## config.mk

```make
export PLATFORM = sky130hd
export DESIGN_NAME = best_fit_block_allocator_unit
export DESIGN_NICKNAME = d
export VERILOG_FILES = /design/src/design/bfa_pkg.sv /design/src/design/bfa_cell.sv /design/src/design/bfa_div.sv /design/src/design/best_fit_block_allocator_unit.sv
export VERILOG_INCLUDE_DIRS = /design/src /design/src/design
export SDC_FILE = /design/constraint.sdc
export NUM_CORES = 2
export LEC_CHECK = 0
export ABC_AREA = 1
export BUFFER_PORTS_ARGS = -buffer_cell sky130_fd_sc_hd__buf_2
export CAP_MARGIN = 5
export CORE_MARGIN = 3
export CORE_UTILIZATION = 38
export CTS_CLUSTER_SIZE = 14
export DETAILED_ROUTE_END_ITERATION = 7
export GPL_ROUTABILITY_DRIVEN = 0
export HOLD_SLACK_MARGIN = 0.03
export PLACE_DENSITY = 0.6
export SLEW_MARGIN = 20
export SYNTH_ARGS = -nofsm -noshare
export SYNTH_HDL_FRONTEND = slang
export SYNTH_SLANG_ARGS = --single-unit
export TNS_END_PERCENT = 30
```

## constraint.sdc

```tcl
create_clock -name clk -period 174.4 [get_ports clk]
set_clock_uncertainty 0.1 [all_clocks]
set_input_delay 17.44 -clock clk [delete_from_list [all_inputs] [get_ports clk]]
set_output_delay 17.44 -clock clk [all_outputs]
set_load 0.1 [all_outputs]
```

## src/design/best_fit_block_allocator_unit_assert.svh

```systemverilog
// Assertion macros for the best-fit block allocator unit
`ifndef BEST_FIT_BLOCK_ALLOCATOR_UNIT_ASSERT_SVH
`define BEST_FIT_BLOCK_ALLOCATOR_UNIT_ASSERT_SVH
`ifndef SYNTHESIS
// clocked check, switched off while reset is asserted
`define BFA_ASSERT(lbl, prop, msg) \
  lbl: assert property (@(posedge clk) disable iff (!rst_n) prop) else $error(msg);
// clocked check that also runs through reset
`define BFA_ASSERT_RST(lbl, prop, msg) \
  lbl: assert property (@(posedge clk) prop) else $error(msg);
`else
`define BFA_ASSERT(lbl, prop, msg)
`define BFA_ASSERT_RST(lbl, prop, msg)
`endif
`endif

```

## src/design/bfa_pkg.sv

```systemverilog
// Shared types and constants of the best-fit block allocator
`timescale 1ns / 1ps
package bfa_pkg;

  localparam int MAX_BLOCKS = 64;
  localparam int ADDR_BITS  = 24;
  localparam int IDX_W      = $clog2(MAX_BLOCKS);
  localparam int CNT_W      = IDX_W + 1;
  localparam int SIZE_W     = 24;
  localparam int HDR_W      = 13;
  localparam int PAGE_W     = 17;
  localparam int LIMIT_W    = 24;
  localparam int CFG_IDX_W  = 2;
  localparam int CFG_DATA_W = 24;
  // 2*header + size
  localparam int DVD_W      = SIZE_W + 1;
  localparam int DIV_CNT_W  = $clog2(DVD_W) + 1;
  // (quotient + 1) * page
  localparam int GROW_W     = DVD_W + 1 + PAGE_W;

  localparam logic [CFG_IDX_W-1:0] CFG_HEADER = 2'd0;
  localparam logic [CFG_IDX_W-1:0] CFG_PAGE   = 2'd1;
  localparam logic [CFG_IDX_W-1:0] CFG_LIMIT  = 2'd2;

  localparam logic REQ_ALLOC = 1'b0;
  localparam logic REQ_FREE  = 1'b1;

  localparam logic [1:0] ST_OK        = 2'd0;
  localparam logic [1:0] ST_OUT_HEAP  = 2'd1;
  localparam logic [1:0] ST_TBL_FULL  = 2'd2;
  localparam logic [1:0] ST_NOT_FOUND = 2'd3;

  typedef struct packed {
    logic              req_type;
    logic [SIZE_W-1:0] req_size;
    logic [23:0]       free_addr;
  } req_t;

  typedef struct packed {
    logic [1:0]  status;
    logic [23:0] data_addr;
  } res_t;

  // one block table entry
  typedef struct packed {
    logic                 valid;
    logic                 busy;
    logic [ADDR_BITS-1:0] addr;
    logic [SIZE_W-1:0]    size;
  } entry_t;

endpackage

```

## src/design/bfa_cell.sv

```systemverilog
// One table cell of the rotating block chain
`timescale 1ns / 1ps
module bfa_cell (
  input  logic            clk,
  input  logic            rst_n,
  input  logic            shift_en,
  input  bfa_pkg::entry_t d,
  output bfa_pkg::entry_t q
);
  import bfa_pkg::*;

  logic                 valid_r;
  logic                 busy_r;
  logic [ADDR_BITS-1:0] addr_r;
  logic [SIZE_W-1:0]    size_r;

  // valid bit clears on reset
  always_ff @(posedge clk) begin
    if (!rst_n) begin
      valid_r <= 1'b0;
    end else if (shift_en) begin
      valid_r <= d.valid;
    end
  end

  // take the neighbor's entry on each shift
  always_ff @(posedge clk) begin
    if (shift_en) begin
      busy_r <= d.busy;
      addr_r <= d.addr;
      size_r <= d.size;
    end
  end

  assign q = '{valid: valid_r, busy: busy_r, addr: addr_r, size: size_r};

endmodule

```

## src/design/bfa_div.sv

```systemverilog
// Restoring divider, one quotient bit per cycle
`timescale 1ns / 1ps
module bfa_div (
  input  logic                      clk,
  input  logic                      rst_n,
  input  logic                      start,
  input  logic [bfa_pkg::DVD_W-1:0]  dividend,
  input  logic [bfa_pkg::PAGE_W-1:0] divisor,
  output logic                      done,
  output logic [bfa_pkg::DVD_W-1:0]  quotient
);
  import bfa_pkg::*;

  logic                 run_r;
  logic                 done_r;
  logic [DIV_CNT_W-1:0] cnt_r;
  logic [PAGE_W-1:0]    rem_r;
  logic [PAGE_W-1:0]    dsr_r;
  logic [DVD_W-1:0]     quo_r;
  logic [PAGE_W:0]      shifted;
  logic                 fits;

  assign shifted = {rem_r, quo_r[DVD_W-1]};
  assign fits    = shifted >= {1'b0, dsr_r};

  // control: count the steps, pulse done at the end
  always_ff @(posedge clk) begin
    if (!rst_n) begin
      run_r  <= 1'b0;
      done_r <= 1'b0;
    end else begin
      done_r <= 1'b0;
      if (start) begin
        run_r <= 1'b1;
      end else if (run_r && cnt_r == DIV_CNT_W'(DVD_W - 1)) begin
        run_r  <= 1'b0;
        done_r <= 1'b1;
      end
    end
  end

  // datapath: shift in one dividend bit, subtract where it fits
  always_ff @(posedge clk) begin
    if (start) begin
      cnt_r <= '0;
      rem_r <= '0;
      dsr_r <= divisor;
      quo_r <= dividend;
    end else if (run_r) begin
      cnt_r <= cnt_r + 1'b1;
      if (fits) begin
        rem_r <= PAGE_W'(shifted - {1'b0, dsr_r});
      end else begin
        rem_r <= shifted[PAGE_W-1:0];
      end
      quo_r <= {quo_r[DVD_W-2:0], fits};
    end
  end

  assign done     = done_r;
  assign quotient = quo_r;

endmodule

```

## src/design/best_fit_block_allocator_unit.sv

```systemverilog
// Top level of the best-fit block allocator: sequencer, cell chain, registers
`timescale 1ns / 1ps
`include "best_fit_block_allocator_unit_assert.svh"
// The block table lives in a ring of MAX_BLOCKS cells that, while a scan runs,
// rotates one entry per cycle past a single compare unit at its head. A request is
// taken when start is high and busy is low, and its one result appears on out_res
// for exactly one cycle with out_valid high; the receiver cannot stall it. A free
// request, or an allocate that hits an exact-size block, takes one full rotation.
// An allocate that splits an existing block takes two rotations plus the decide
// and split states. An allocate that grows the heap adds the page divider, one
// quotient bit per cycle, and a multiply and a check. Errors end after the first
// rotation or after the heap check. Configuration is to be written through cfg_*
// only while busy is low; the block itself does not enforce this.
module best_fit_block_allocator_unit (
  input  logic                           clk,
  input  logic                           rst_n,
  input  logic                           start,
  output logic                           busy,
  input  bfa_pkg::req_t                  in_req,
  output logic                           out_valid,
  output bfa_pkg::res_t                  out_res,
  input  logic                           cfg_valid,
  output logic                           cfg_ready,
  input  logic [bfa_pkg::CFG_IDX_W-1:0]  cfg_index,
  input  logic [bfa_pkg::CFG_DATA_W-1:0] cfg_wdata
);
  import bfa_pkg::*;

  typedef enum logic [2:0] {
    S_IDLE, S_SCAN1, S_DECIDE, S_DIV, S_MUL, S_CHK, S_SPLIT, S_SCAN2
  } state_t;

  // configuration registers
  logic [HDR_W-1:0]   header_r;
  logic [PAGE_W-1:0]  page_r;
  logic [LIMIT_W-1:0] limit_r;

  assign cfg_ready = 1'b1;

  // take a configuration transfer
  always_ff @(posedge clk) begin
    if (!rst_n) begin
      header_r <= HDR_W'(32);
      page_r   <= PAGE_W'(4096);
      limit_r  <= '1;
    end else if (cfg_valid && cfg_ready) begin
      unique case (cfg_index)
        CFG_HEADER: header_r <= cfg_wdata[HDR_W-1:0];
        CFG_PAGE:   page_r   <= PAGE_W'(cfg_wdata);
        CFG_LIMIT:  limit_r  <= cfg_wdata[LIMIT_W-1:0];
        default: ;
      endcase
    end
  end

  // sequencer registers
  state_t                state_r, state_nxt;
  logic                  out_valid_r, out_valid_nxt;
  res_t                  res_r, res_nxt;
  req_t                  req_r, req_nxt;
  logic [IDX_W-1:0]      idx_r, idx_nxt;
  logic [CNT_W-1:0]      cnt_r, cnt_nxt;
  logic                  hit_r, hit_nxt;
  logic                  best_found_r, best_found_nxt;
  logic [IDX_W-1:0]      best_idx_r, best_idx_nxt;
  logic [ADDR_BITS-1:0]  best_addr_r, best_addr_nxt;
  logic [SIZE_W-1:0]     best_size_r, best_size_nxt;
  logic [IDX_W-1:0]      tgt_idx_r, tgt_idx_nxt;
  logic [ADDR_BITS-1:0]  tgt_addr_r, tgt_addr_nxt;
  logic [SIZE_W-1:0]     tgt_size_r, tgt_size_nxt;
  entry_t                carry_r, carry_nxt;
  logic [GROW_W-1:0]     grow_r, grow_nxt;
  logic [ADDR_BITS-1:0]  heap_end_r, heap_end_nxt;

  // cell chain
  entry_t cell_q [MAX_BLOCKS];
  entry_t cell_d [MAX_BLOCKS];
  entry_t head;
  entry_t tail;
  logic   shift_en;

  assign head     = cell_q[0];
  assign shift_en = (state_r == S_SCAN1) || (state_r == S_SCAN2);

  for (genvar g = 0; g < MAX_BLOCKS; g++) begin : g_cell
    if (g == MAX_BLOCKS - 1) begin : g_tail
      assign cell_d[g] = tail;
    end else begin : g_link
      assign cell_d[g] = cell_q[g+1];
    end
    bfa_cell u_cell (
      .clk      (clk),
      .rst_n    (rst_n),
      .shift_en (shift_en),
      .d        (cell_d[g]),
      .q        (cell_q[g])
    );
  end

  // growth arithmetic
  logic [PAGE_W-1:0]    pg_eff;
  logic [DVD_W-1:0]     dividend;
  logic                 div_start;
  logic                 div_done;
  logic [DVD_W-1:0]     quo;
  logic [DVD_W:0]       quo_inc;
  logic [GROW_W-1:0]    grow_prod;
  logic [GROW_W:0]      new_end;
  logic [SIZE_W:0]      need;
  logic                 idx_last;

  assign pg_eff    = (page_r == '0) ? PAGE_W'(1) : page_r;
  assign dividend  = DVD_W'({header_r, 1'b0}) + DVD_W'(req_r.req_size);
  assign quo_inc   = {1'b0, quo} + 1'b1;
  assign grow_prod = quo_inc * pg_eff;
  assign new_end   = {1'b0, GROW_W'(heap_end_r)} + {1'b0, grow_r};
  assign need      = {1'b0, req_r.req_size} + (SIZE_W + 1)'(header_r);
  assign idx_last  = idx_r == IDX_W'(MAX_BLOCKS - 1);

  bfa_div u_div (
    .clk      (clk),
    .rst_n    (rst_n),
    .start    (div_start),
    .dividend (dividend),
    .divisor  (pg_eff),
    .done     (div_done),
    .quotient (quo)
  );

  // next-state and datapath decisions
  always_comb begin
    state_nxt      = state_r;
    out_valid_nxt  = 1'b0;
    res_nxt        = res_r;
    req_nxt        = req_r;
    idx_nxt        = idx_r;
    cnt_nxt        = cnt_r;
    hit_nxt        = hit_r;
    best_found_nxt = best_found_r;
    best_idx_nxt   = best_idx_r;
    best_addr_nxt  = best_addr_r;
    best_size_nxt  = best_size_r;
    tgt_idx_nxt    = tgt_idx_r;
    tgt_addr_nxt   = tgt_addr_r;
    tgt_size_nxt   = tgt_size_r;
    carry_nxt      = carry_r;
    grow_nxt       = grow_r;
    heap_end_nxt   = heap_end_r;
    tail           = head;
    div_start      = 1'b0;

    unique case (state_r)
      S_IDLE: begin
        if (start) begin
          req_nxt        = in_req;
          idx_nxt        = '0;
          cnt_nxt        = '0;
          hit_nxt        = 1'b0;
          best_found_nxt = 1'b0;
          state_nxt      = S_SCAN1;
        end
      end

      // first rotation: search, count, and mark a free or exact hit in place
      S_SCAN1: begin
        idx_nxt = idx_r + 1'b1;
        if (head.valid) begin
          cnt_nxt = cnt_r + 1'b1;
        end
        if (req_r.req_type == REQ_FREE) begin
          if (head.valid && !hit_r && head.addr == ADDR_BITS'(req_r.free_addr)) begin
            tail.busy = 1'b0;
            hit_nxt   = 1'b1;
          end
        end else if (head.valid && !head.busy && !hit_r) begin
          if (head.size == req_r.req_size) begin
            tail.busy    = 1'b1;
            hit_nxt      = 1'b1;
            tgt_addr_nxt = head.addr;
          end else if (need < {1'b0, head.size} &&
                       (!best_found_r || head.size < best_size_r)) begin
            best_found_nxt = 1'b1;
            best_idx_nxt   = idx_r;
            best_addr_nxt  = head.addr;
            best_size_nxt  = head.size;
          end
        end
        if (idx_last) begin
          state_nxt = S_DECIDE;
        end
      end

      S_DECIDE: begin
        if (req_r.req_type == REQ_FREE) begin
          out_valid_nxt     = 1'b1;
          res_nxt.status    = hit_r ? ST_OK : ST_NOT_FOUND;
          res_nxt.data_addr = '0;
          state_nxt         = S_IDLE;
        end else if (hit_r) begin
          out_valid_nxt     = 1'b1;
          res_nxt.status    = ST_OK;
          res_nxt.data_addr = 24'(tgt_addr_r);
          state_nxt         = S_IDLE;
        end else if (best_found_r) begin
          if (cnt_r == CNT_W'(MAX_BLOCKS)) begin
            out_valid_nxt     = 1'b1;
            res_nxt.status    = ST_TBL_FULL;
            res_nxt.data_addr = '0;
            state_nxt         = S_IDLE;
          end else begin
            tgt_idx_nxt  = best_idx_r;
            tgt_addr_nxt = best_addr_r;
            tgt_size_nxt = best_size_r;
            state_nxt    = S_SPLIT;
          end
        end else if (cnt_r > CNT_W'(MAX_BLOCKS - 2)) begin
          out_valid_nxt     = 1'b1;
          res_nxt.status    = ST_TBL_FULL;
          res_nxt.data_addr = '0;
          state_nxt         = S_IDLE;
        end else begin
          div_start = 1'b1;
          state_nxt = S_DIV;
        end
      end

      S_DIV: begin
        if (div_done) begin
          state_nxt = S_MUL;
        end
      end

      S_MUL: begin
        grow_nxt  = grow_prod;
        state_nxt = S_CHK;
      end

      // check the limit, then place the new block at the end of the table
      S_CHK: begin
        if (new_end > (GROW_W + 1)'(limit_r) ||
            new_end > (GROW_W + 1)'({ADDR_BITS{1'b1}})) begin
          out_valid_nxt     = 1'b1;
          res_nxt.status    = ST_OUT_HEAP;
          res_nxt.data_addr = '0;
          state_nxt         = S_IDLE;
        end else begin
          tgt_idx_nxt  = cnt_r[IDX_W-1:0];
          tgt_addr_nxt = heap_end_r + ADDR_BITS'(header_r);
          tgt_size_nxt = SIZE_W'(grow_r - GROW_W'(header_r));
          heap_end_nxt = new_end[ADDR_BITS-1:0];
          state_nxt    = S_SPLIT;
        end
      end

      // build the remainder entry
      S_SPLIT: begin
        carry_nxt.valid = 1'b1;
        carry_nxt.busy  = 1'b0;
        carry_nxt.addr  = tgt_addr_r + ADDR_BITS'(req_r.req_size) +
                          ADDR_BITS'(header_r);
        carry_nxt.size  = tgt_size_r - req_r.req_size - SIZE_W'(header_r);
        idx_nxt         = '0;
        state_nxt       = S_SCAN2;
      end

      // second rotation: rewrite the target and shift later entries down by one
      S_SCAN2: begin
        idx_nxt = idx_r + 1'b1;
        if (idx_r == tgt_idx_r) begin
          tail.valid = 1'b1;
          tail.busy  = 1'b1;
          tail.addr  = tgt_addr_r;
          tail.size  = req_r.req_size;
        end else if (idx_r > tgt_idx_r) begin
          tail      = carry_r;
          carry_nxt = head;
        end
        if (idx_last) begin
          out_valid_nxt     = 1'b1;
          res_nxt.status    = ST_OK;
          res_nxt.data_addr = 24'(tgt_addr_r);
          state_nxt         = S_IDLE;
        end
      end

      default: state_nxt = S_IDLE;
    endcase
  end

  // hold state and registered outputs
  always_ff @(posedge clk) begin
    if (!rst_n) begin
      state_r     <= S_IDLE;
      out_valid_r <= 1'b0;
      heap_end_r  <= '0;
    end else begin
      state_r      <= state_nxt;
      out_valid_r  <= out_valid_nxt;
      heap_end_r   <= heap_end_nxt;
      res_r        <= res_nxt;
      req_r        <= req_nxt;
      idx_r        <= idx_nxt;
      cnt_r        <= cnt_nxt;
      hit_r        <= hit_nxt;
      best_found_r <= best_found_nxt;
      best_idx_r   <= best_idx_nxt;
      best_addr_r  <= best_addr_nxt;
      best_size_r  <= best_size_nxt;
      tgt_idx_r    <= tgt_idx_nxt;
      tgt_addr_r   <= tgt_addr_nxt;
      tgt_size_r   <= tgt_size_nxt;
      carry_r      <= carry_nxt;
      grow_r       <= grow_nxt;
    end
  end

  assign busy      = state_r != S_IDLE;
  assign out_valid = out_valid_r;
  assign out_res   = res_r;

  // checks
  `BFA_ASSERT(a_accept_busy, (start && !busy) |=> busy, "accepted request did not raise busy")
  `BFA_ASSERT(a_result_after_work, out_valid |-> $past(busy), "result without a request in work")
  `BFA_ASSERT(a_error_addr_zero, (out_valid && out_res.status != ST_OK) |-> out_res.data_addr == '0, "error result carries an address")
  `BFA_ASSERT_RST(a_reset_quiet, !rst_n |=> !out_valid, "result strobe right after reset")

endmodule

```

# Word-level counts from Yosys, hierarchy flattened
# Index checks and enable logic that the tools add are counted.
# W data, S select, Z words.
[classes]
mux = 89
addsub = 14
eq_ne = 38
mul = 1
bitwise = 4
order_cmp = 7
n_div = 0
shift = 0
reduce_logical = 42
[op_table]
columns = ["op", "n"]
rows = [
  ["$mux W24", 13],
  ["$mux W50", 4],
  ["$mux W26", 7],
  ["$pmux W50 S2", 1],
  ["$pmux W26 S3", 1],
  ["$pmux W24 S3", 1],
  ["$mux W25", 2],
  ["$add A24 B13 Y24", 2],
  ["$eq A24 B24 Y1", 2],
  ["$mux W48", 1],
  ["$pmux W24 S2", 1],
  ["$sub A24 B13 Y24", 2],
  ["$add A24 B43 Y44", 1],
  ["$gt A44 B24 Y1", 1],
  ["$gt A44 B24 Y1 const B", 1],
  ["$mul A26 B17 Y43", 1],
  ["$mux W6", 6],
  ["$mux W17", 2],
  ["$mux W1", 29],
  ["$mux W3", 9],
  ["$add A25 B1 Y26 const B", 1],
  ["$add A14 B24 Y25", 1],
  ["$add A24 B13 Y25", 1],
  ["$lt A25 B24 Y1", 1],
  ["other kinds (46)", 104],
]
[word_totals]
regBits = 3640
input_bits = 79
latch_bits = 0
memories = 0
out_inout_bits = 29
ramBits = 0
romBits = 0
elab_cells = 483

# Depth between registers and ports, before layout
[logic_depth]
ltp_word = 8
mapped_depth = 38
ltp_nobuf = 37

# Hierarchy
# Synthesis repeated with hierarchy kept, for this count alone.
[hier_totals]
hier_cells = 9485
area_unflattened_um2 = 143151.0
[modules_own_cells]
columns = ["module", "instances", "cells_per_inst", "area_each_um2", "seq_area_each_um2"]
rows = [
  ["bfa_cell", 64, 57, 1527.7, 1491.4],
  ["best_fit_block_allocator_unit", 1, 5310, 41375.9, 10380.0],
  ["bfa_div", 1, 527, 4001.3, 1761.7],
]

# Worst setup path after synthesis
# OpenSTA, ideal clock, no wires.
[synth_timing]
path_kind = "register -> register"
startpoint = "reg state_r[2]"
endpoint = "reg g_cell[0].u_cell.addr_r[0] (enable)"
path_stages_with_launch = 8
n_path_buf = 3
slack_ns = 83.966
setup_time_ns = 4.723
period_less_slack_ns = 90.434
required_time_ns = 169.577
arrival_ns = 85.612
path_cell_list = "dfxtp_1 > clkbuf_1 > nand2_1 > nor2_1 > inv_1 > nand2_1 > clkbuf_1 > clkbuf_1"
[synth_via]
elab_chain_cells = 2
word_cells_on_any_way = 3
classes_between = "2 x eq/ne; 1 x reduce/logical"
[synth_lines]
columns = ["item", "line", "source"]
rows = [
  ["from (decl)", "best_fit_block_allocator_unit.sv:57", "state_t state_r, state_nxt;"],
  ["from (signal assigned)", "best_fit_block_allocator_unit.sv:297", "state_r <= state_nxt;"],
  ["$eq A3 B1 Y1 / $eq A3 B3 Y1 (equally long branches)", "best_fit_block_allocator_unit.sv:83", "assign shift_en = (state_r == S_SCAN1) || (state_r == S_SCAN2);"],
  ["$logic_or A1 B1 Y1 (*)", "best_fit_block_allocator_unit.sv:83", ""],
  ["via g_cell[0].u_cell.shift_en", "bfa_cell.sv:6", "input logic shift_en,"],
  ["to (signal assigned)", "bfa_cell.sv:30", "addr_r <= d.addr;"],
  ["to (decl)", "bfa_cell.sv:14", "logic [ADDR_BITS-1:0] addr_r;"],
]
# Mark *: on every way through the listed nets, which the timed path passes. The rest lies on a longest branch.
# A chain may end at the register's enable or synchronous reset.

# Final worst setup path
[layout_timing]
startpoint = "reg state_r[1]"
endpoint = "out busy"
[layout_via]
elab_chain_cells = 1
[layout_lines]
columns = ["item", "line", "source"]
rows = [
  ["$reduce_bool A3 Y1", "best_fit_block_allocator_unit.sv:317", "assign busy = state_r != S_IDLE;"],
  ["to (decl)", "best_fit_block_allocator_unit.sv:18", "output logic busy,"],
]
# Every way passes these cells.

==> flow_metrics.py <==
metrics = {
    "flow_run": {
        "maxCapViolCount": 0,
    },
    "routing": {
        "vias": 72300,
        "dr.first_iter.drc_count": 7350,
        "drtPass1Iterations": 8,
        "avgViaCountPerCell": 4.92,
        "ant_nets": 0,
        "wl_per_cell_um": 19.9,
        "drc": 3,
        "drt_wl_total_um": 293000,
    },
    "sta": {
        "period_needed_ps": 19990,
        "post-route-period-util": 0.115,
        "fmax_mhz": 50.0,
        "slew_headroom": 0.165,
        "rsz0062_at_grt": "no",
        "finalSetupViolCount": 0,
        "tns_ps": 0,
        "worst_pin_slew_ps": 1250,
        "fin_ws_ps": 154410,
        "hold_viol_final": 0,
        "drv_slew": 0,
    },
    "synth": {
        "ys_seq_area_frac": 0.762,
        "avgSynthCellArea_um2": 15.6,
        "ys_ff_latch": 3640,
        "async_flop_share": 0,
        "synth_top_flop_cell": "edfxtp_1",
        "synth_cell_types": 60,
        "ys_warn_count": 0,
        "synth-edff-count": 3469,
        "syn-cell-area_mm2": 0.141,
        "netlist_instances": 9074,
        "syn-num-nets": 9917,
    },
    "floorplanning": {
        "die_area_mm2": 0.379,
        "row_count": 223,
        "die_x_um": 616,
        "io_pins": 108,
        "core_mm2": 0.369,
        "die_h_um": 616,
        "start_util": 0.382,
    },
    "setup_path": {
        "worst-path-buf-inv": 3,
        "cp_top_family": "buffers and inverters",
        "critPathCaptureType": "primary output",
        "crit_arrival_ps": 2450,
        "crit_type": "flip-flop to primary output",
        "cpMaxStageDelayCell": "buf_2",
        "worstPathMaxFanout": 7,
        "worstPathRequired_ps": 156860,
        "cp_slowest_stage_delay_ps": 500,
        "crit_chain": "nor2_1 > inv_1 > nor2_1 > inv_1 > buf_2",
        "cp-start-kind": "flip-flop",
        "rrSetupSlack_ps": 165200,
    },
    "placement": {
        "place_area_mm2": 0.148,
        "numPortBuffers": 106,
        "place_ws_ps": 153840,
        "post-dp-hpwl_um": 192000,
    },
    "cells_and_area": {
        "postLayoutCellArea_mm2": 0.159,
        "drive_gt1_frac": 0.0824,
        "syn_to_final_growth_pct": 12.8,
        "final_common_cell": "edfxtp_1",
        "utilization": 0.431,
        "fill_cells": 32400,
        "layout.nets": 10300,
        "mostFrequentLayoutCells": "edfxtp_1, nand2_1, inv_1",
    },
    "power": {
        "ir_drop_v": 0.00000925,
        "p_leak_nw": 58.5,
        "power_density_mw_per_mm2": 12.7,
        "total_power_w": 0.00202,
    },
    "clock_network": {
        "cts_resized": 0,
        "clock_path_buffers": 4,
        "cts.sinks": 3640,
        "htreeDepth": 5,
        "holdBufCountCts": 0,
        "cts_buffers": 355,
        "cts_tree": "done",
        "clock-root-buffer": "clkbuf_16",
        "cts_setup_buffers": 0,
        "clk_latency_ps": 910,
        "cts.reportedPaths.clkPinSlew_ps": 60,
    },
    "run_status": {
        "violations": "design-rule violations",
        "status": "finished with violations",
    },
    "grt": {
        "grt_max_degree": 202,
        "grt_use_total": 0.153,
        "grt_pass1_wl_um": 445000,
        "grt_pass1_vias": 72300,
        "overflow": 0,
        "antenna_found_initial": 11,
    },
    "hold_path": {
        "hold_class": "flip-flop to flip-flop",
    },
}
## metrics by stage
step | std cells | hold WS (ps)
floorplan | 9074 | 300
global placement | 14100 | 300
detailed placement | 14100 | 305
CTS | 14700 | 256
global route | 14700 | 269
finish | 14700 | 269
## cell families (layout without fill, tap and decap cells)
| kind of cell | count (synthesis) | count (layout) | share of synthesized area |
|---|---|---|---|
| and+or+nand+nor | 2227 | 2227 | 0.0650 |
| other | 1 | 5 | 0.0000265 |
| DFF | 3640 | 3640 | 0.762 |
| buffers and inverters | 1293 | 1947 | 0.0347 |
| xor gates and xnor gates | 198 | 198 | 0.0123 |
| adders and majority gates | 764 | 764 | 0.0885 |
| AOI/OAI and AO/OA | 951 | 951 | 0.0378 |
## synthesized netlist by cell type, types with 4 or more instances
cell / count / area (µm²)
nor4_1: 26 / 163
a211oi_1: 8 / 60.1
o21bai_1: 14 / 105
xor2_1: 125 / 1090
nor3_1: 60 / 300
buf_1: 9 / 33.8
o31ai_1: 8 / 60.1
dfxtp_1: 171 / 3420
nand3b_1: 6 / 45.0
o21ai_1: 8 / 40.0
nor2_4: 6 / 67.6
clkinv_1: 13 / 48.8
clkbuf_1: 181 / 679
o211ai_1: 52 / 390
nor2_2: 6 / 37.5
nor3_2: 5 / 50.1
a31oi_1: 23 / 144
o21a_1: 7 / 52.6
fa_1: 392 / 7850
nand4_1: 65 / 407
edfxtp_1: 3469 / 104000
a21boi_0: 11 / 82.6
inv_1: 1070 / 4020
o22ai_1: 46 / 288
ha_1: 372 / 4650
a221oi_1: 6 / 52.6
o21ai_0: 408 / 2040
xnor2_1: 73 / 639
nand3_1: 182 / 911
nor2_1: 642 / 2410
nand2_2: 10 / 62.6
nand2_1: 1175 / 4410
inv_2: 10 / 37.5
o221ai_1: 18 / 158
buf_4: 4 / 30.0
a2bb2oi_1: 10 / 87.6
nand3_2: 5 / 50.1
o2111ai_1: 7 / 61.3
or2_2: 25 / 156
a21o_1: 19 / 143
a21oi_1: 294 / 1470
## path summary, 6_finish.rpt
check / cells past startpoint / from / endpoint
worst max-delay path: 5 / state_r[1] / busy
worst min register to register: 0 / g_cell[58].u_cell.size_r[23] / g_cell[57].u_cell.size_r[23]
worst max register to register: 33 / u_div.quotient[0] / grow_r[29]
worst min-delay path: 0 / g_cell[58].u_cell.size_r[23] / g_cell[57].u_cell.size_r[23]
## flip-flops by register name, summed over array words and instances (netlist names), 7 cells and up
name,flops
best_addr_r,24
best_size_r,24
carry_r,50
cnt_r,7
g_cell.u_cell.addr_r,1536
g_cell.u_cell.busy_r,64
g_cell.u_cell.size_r,1536
g_cell.u_cell.valid_r,64
grow_r,43
header_r,13
heap_end_r,24
limit_r,24
out_res,26
page_r,17
req_r,49
tgt_addr_r,24
tgt_size_r,24
u_div.dsr_r,17
u_div.quotient,25
u_div.rem_r,17
## report_power, final
group,internal [W],switching [W],total [W]
logic,0.0000528,0.000140,0.000193
clock network,0.000405,0.000321,0.000726
registers,0.00107,0.0000267,0.00110
total,0.00153,0.000488,0.00202
## metal layers
layer  vias to the layer above  part of all wire  wire [µm]  global-route usage
met5                         -           0.00011         32                   0
met4                         4             0.066      19400              0.0877
met3                       803             0.067      19700              0.0271
met2                      2695              0.44     129000               0.228
met1                     36100              0.42     124000               0.211
li1                      32700                 -          -                   -
## area by class of cell
type	count	area, µm²	share of cell area
Sequential cell	3640	108000	0.675
Clock inverter	202	1790	0.0112
Clock buffer	424	9230	0.0579
Tap cell	4950	6190	0.0389
Antenna cell	4	10.0	0.0000628
Timing Repair Buffer	228	1520	0.00956
Multi-Input combinational cell	4141	28900	0.181
Inverter	1093	4100	0.0258
Note: power is estimated with default switching activity, not from simulation.
